==> src/rtl/rwp_pkg.sv <==
// ----------------------------------------------------------------------------
// rwp_pkg
// Shared types, register indexes and constants of the weight perturbation
// block.
// ----------------------------------------------------------------------------
`default_nettype none

package rwp_pkg;

    // configuration port
    localparam int CFG_IDX_W  = 3;
    localparam int CFG_DATA_W = 32;

    localparam logic [CFG_IDX_W-1:0] CFG_SHIFT       = 3'd0;
    localparam logic [CFG_IDX_W-1:0] CFG_CHAN_WIDTH  = 3'd1;
    localparam logic [CFG_IDX_W-1:0] CFG_SEED        = 3'd2;
    localparam logic [CFG_IDX_W-1:0] CFG_START_OFS   = 3'd3;
    localparam logic [CFG_IDX_W-1:0] CFG_INDEX_MODE  = 3'd4;
    localparam logic [CFG_IDX_W-1:0] CFG_WIDE_MODE   = 3'd5;

    // field widths
    localparam int SHIFT_W = 5;
    localparam int CW_W    = 16;
    localparam int OFS_W   = 24;
    localparam int WORD_W  = 32;
    localparam int BIT_CNT_W = 5;   // bit position within one 32-bit noise word

    // seed whitening
    localparam logic [WORD_W-1:0] LCG_MUL = 32'd1664525;
    localparam logic [WORD_W-1:0] LCG_INC = 32'd1013904223;

    // narrow mode clamp
    localparam int SAT_HI = 127;
    localparam int SAT_LO = -127;

    // offset divider: one quotient bit per cycle
    localparam int DIV_STEPS = OFS_W;

    // controller -> datapath
    typedef struct packed {
        logic load_wr;   // write multiplier table entry
        logic take;      // capture weight item
        logic restart;   // first weight: reseed, clear bit count, start divider
        logic step;      // draw sign bit, read table, advance channel
        logic noise;     // form scaled noise
        logic emit;      // load result register
    } t_rwp_cmd;

    // datapath -> controller
    typedef struct packed {
        logic div_done;
        logic out_free;
    } t_rwp_stat;

    function automatic logic [WORD_W-1:0] xs32(input logic [WORD_W-1:0] x);
        logic [WORD_W-1:0] a;
        logic [WORD_W-1:0] b;
        a = x ^ (x << 13);
        b = a ^ (a >> 17);
        return b ^ (b << 5);
    endfunction

endpackage

`default_nettype wire

==> src/rtl/rwp_ctrl.sv <==
// ----------------------------------------------------------------------------
// rwp_ctrl
// Sequencer: accepts items, waits for the offset divider on a first weight,
// then steps the datapath through draw, scale and emit.
// ----------------------------------------------------------------------------
`default_nettype none

module rwp_ctrl (
    input  wire logic                i_clk,
    input  wire logic                i_rst_n,
    input  wire logic                i_in_valid,
    input  wire logic                i_in_kind,
    input  wire logic                i_in_first,
    output logic                     o_in_ready,
    input  wire rwp_pkg::t_rwp_stat  i_stat,
    output rwp_pkg::t_rwp_cmd        o_cmd
);

    localparam logic [2:0] ST_IDLE  = 3'd0;
    localparam logic [2:0] ST_DIV   = 3'd1;
    localparam logic [2:0] ST_STEP  = 3'd2;
    localparam logic [2:0] ST_NOISE = 3'd3;
    localparam logic [2:0] ST_SUM   = 3'd4;

    localparam logic KIND_LOAD = 1'b0;

    logic [2:0] r_state, n_state;
    logic       w_xfer;

    assign o_in_ready = (r_state == ST_IDLE);
    assign w_xfer     = i_in_valid && o_in_ready;

    always_comb begin
        n_state       = r_state;
        o_cmd         = '0;
        o_cmd.load_wr = w_xfer && (i_in_kind == KIND_LOAD);
        o_cmd.take    = w_xfer && (i_in_kind != KIND_LOAD);
        o_cmd.restart = o_cmd.take && i_in_first;
        case (r_state)
            ST_IDLE: begin
                if (o_cmd.take) begin
                    n_state = i_in_first ? ST_DIV : ST_STEP;
                end
            end
            ST_DIV: begin
                if (i_stat.div_done) begin
                    n_state = ST_STEP;
                end
            end
            ST_STEP: begin
                o_cmd.step = 1'b1;
                n_state    = ST_NOISE;
            end
            ST_NOISE: begin
                o_cmd.noise = 1'b1;
                n_state     = ST_SUM;
            end
            ST_SUM: begin
                if (i_stat.out_free) begin
                    o_cmd.emit = 1'b1;
                    n_state    = ST_IDLE;
                end
            end
            default: begin
                n_state = ST_IDLE;
            end
        endcase
    end

    always_ff @(posedge i_clk) begin
        if (!i_rst_n) begin
            r_state <= ST_IDLE;
        end else begin
            r_state <= n_state;
        end
    end

endmodule

`default_nettype wire

==> config.mk <==
export PLATFORM = sky130hd
export DESIGN_NAME = rwp_ctrl
export DESIGN_NICKNAME = d
export VERILOG_FILES = /design/src/rtl/rwp_pkg.sv /design/src/rtl/rwp_ctrl.sv
export SDC_FILE = /design/constraint.sdc
export NUM_CORES = 1
export LEC_CHECK = 0
export BUFFER_PORTS_ARGS = -buffer_cell sky130_fd_sc_hd__buf_2
export CAP_MARGIN = 40
export CELL_PAD_IN_SITES_DETAIL_PLACEMENT = 0
export CELL_PAD_IN_SITES_GLOBAL_PLACEMENT = 1
export CORE_AREA = 5 5 42 44
export DETAILED_ROUTE_END_ITERATION = 8
export DIE_AREA = 0 0 47 49
export PLACE_DENSITY = 0.59
export SLEW_MARGIN = 40
export SYNTH_ARGS = -nofsm -noshare
export SYNTH_HDL_FRONTEND = slang
export SYNTH_SLANG_ARGS = --single-unit
==> constraint.sdc <==
create_clock -name i_clk -period 1.2 [get_ports i_clk]
set_clock_uncertainty 0.05 [all_clocks]
set_input_delay 0.24 -clock i_clk [delete_from_list [all_inputs] [get_ports i_clk]]
set_output_delay 0.24 -clock i_clk [all_outputs]
set_load 0.01 [all_outputs]
==> impl_metrics.py <==
metrics = {
    "status": {
        "outcome": "complete, but fails checks",
        "violations": "setup timing",
    },
    "grt": {
        "grt_pass1_vias": 267,
        "grt_max_degree": 9,
        "antenna_found_initial": 0,
        "grt-ovfl-total": 0,
        "grt_pass1_wl_um": 1060,
        "grt_usage_pct": 6.26,
    },
    "routing": {
        "vias": 255,
        "ant_nets": 0,
        "vias_per_cell": 4.32,
        "drc": 0,
        "firstDrtPassIters": 2,
        "drtIter0Drc": 5,
        "drt-total-wl_um": 580,
        "wire_per_inst_um": 9.83,
    },
    "clock_network": {
        "cts_tree": "done",
        "cts_buffers": 3,
        "cts_root_buf": "clkbuf_4",
        "clkTransAtPathRegs_ns": 0.04,
        "cts_hold_buffers": 0,
        "htree_levels": 1,
        "worstSkewPairLatency_ns": 0.23,
        "cts_sinks": 3,
        "ctsLongestPathBuffers": 2,
        "post-cts-setup-buffer-count": 0,
    },
    "flow_run": {
        "drv_cap": 0,
    },
    "yosys": {
        "synth-seq-area-share_pct": 29.1,
        "ys_ff_latch": 3,
        "yosys_warnings": 0,
        "syn-num-nets": 31,
        "synth.avg_cell_area_um2": 8.60,
        "syn_area_um2": 206,
        "synth_cell_types": 17,
        "synthCells": 24,
    },
    "finish": {
        "drive_above_1_share_pct": 65.1,
        "top_regs": "r_state (3)",
        "layout_commonest_cell": "buf_2",
        "top_register": "r_state",
        "areaGrowthSynthToFinish_pct": 81.8,
        "antennaDiodeCount": 0,
        "layout_common_cells": "buf_2, nand2b_1, clkbuf_4, buf_6, dfxtp_2",
        "largest_reg_flops": 3,
        "nFillCells": 172,
        "nets": 51,
    },
    "timing": {
        "hold_viol": 0,
        "drv_slew": 0,
        "finalCritPeriodShare_pct": 129,
        "setup_viol": 7,
        "slew_headroom_pct": 83.7,
        "max_clock_freq_mhz": 647,
        "worst_slack_ns": -0.346,
        "rsz0062_at_grt": "true",
        "tightest_slew_ns": 0.241,
        "fin_crit_ns": 1.55,
    },
    "critical_path": {
        "critPathLaunch": "r_state[0]",
        "end_kind": "output port",
        "cp-endpoint": "o_cmd[4]",
        "start_kind": "register",
        "reg2reg_from": "r_state[0]",
        "rrSetupSlack_ns": 0.08,
        "critPathMaxFanout": 3,
        "reg2regPathDepth": 3,
        "crit_required_ns": 0.91,
        "critPathKind": "reg -> out",
        "critPathArrivalTime_ns": 1.26,
        "reg2reg_to": "r_state[0]",
    },
    "pwr": {
        "p_leak_uw": 0.000177,
        "power_density_nw_per_um2": 1170,
        "ir_drop_uv": 641,
        "design_power_total_uw": 439,
    },
    "die": {
        "num_io_pins": 14,
        "coreArea_um2": 1400,
        "die_area_um2": 2300,
        "start_util_pct": 14.7,
        "die_width_um": 47,
        "die_h_um": 49,
        "row_count": 14,
    },
    "place": {
        "pre_cts_ws_ns": -0.129,
        "numPortBuffers": 13,
        "dp_hpwl_um": 461,
        "gp_congestion": 0.659,
    },
    "hold_path": {
        "holdPathStages": 2,
        "min_path_type": "in -> reg",
    },
}
==> through the flow <==
step / hold WS (ns) / area, µm² / std cells / setup TNS (ns) / utilization [%]
after floorplan: 0.308 / 221 / 24 / -0.106 / -
after global placement: 0.419 / 322 / 55 / -0.296 / 22.9
final: 0.182 / 375 / 59 / -1.44 / 26.8
after detailed placement: 0.415 / 322 / 55 / -0.277 / 22.9
after CTS: 0.174 / 374 / 59 / -1.56 / 26.7
after global routing: 0.188 / 375 / 59 / -1.86 / 26.8
==> worst min-delay path by stage <==
stage                 end     from  slack [ns]
3_5_place_dp   r_state[2]  i_rst_n        0.41
5_1_grt        r_state[2]  i_rst_n        0.19
4_1_cts        r_state[2]  i_rst_n        0.17
3_3_place_gp   r_state[2]  i_rst_n        0.42
2_1_floorplan  r_state[2]  i_rst_n        0.31
6_report       r_state[2]  i_rst_n        0.18
==> power breakdown <==
group          internal, µW  switching (µW)  total [µW]
clock network           124            47.4         172
registers               111            5.08         116
logic                  80.4            70.8         151
==> timing repair <==
item,CTS,global route
endpoints found under the hold margin,0,0
gates resized for setup,6,1
pin swaps,2,1
endpoints found under the setup margin,7,7
==> Yosys cell counts <==
master    instances  area share [%]
a31oi_1           1             3.0
a221oi_1          1             4.2
and3_1            2             6.1
inv_2             1             1.8
and3b_1           1             4.2
nor3b_1           2             7.3
nand4b_1          1             4.2
or3b_1            1             4.2
nor4b_1           1             4.2
or3_4             1             5.5
o21a_1            1             3.6
buf_4             1             3.6
dfxtp_1           3              29
nand2b_1          3             9.1
nand3_1           1             2.4
nand3b_1          1             3.6
nor2_1            2             3.6
==> cell families after synthesis <==
family          count (synthesis)  synth area share, %
simple gates                   16                 54.5
compound gates                  3                 10.9
flops                           3                 29.1
buf+inv                         2                 5.45
==> per-layer routing <==
layer / share of wire, % / track usage (%) / vias up / routed length (µm)
met5: 0 / 0 / - / 0
met4: 0 / 1.38 / 0 / 0
met3: 15 / 5.17 / 0 / 87
met2: 38 / 8.37 / 16 / 223
met1: 46 / 7.66 / 111 / 269
li1: - / - / 128 / -
==> final cells by class <==
| type | instances | area (µm²) | share of cell area [%] |
|---|---|---|---|
| clock buffers | 4 | 26.3 | 7.00 |
| inverters | 1 | 6.26 | 1.67 |
| multi-input cells | 19 | 158 | 42.0 |
| flip-flops and latches | 3 | 63.8 | 17.0 |
| well taps | 16 | 20.0 | 5.33 |
| repair buffers | 16 | 101 | 27.0 |
==> critical path, stage by stage (launching register included) <==
cell and delay (ns):
dfxtp_2 0.31, or3_4 0.41, inv_4 0.06, and3_4 0.16
buf_6 0.09
Power figures use the tool's default switching activity.
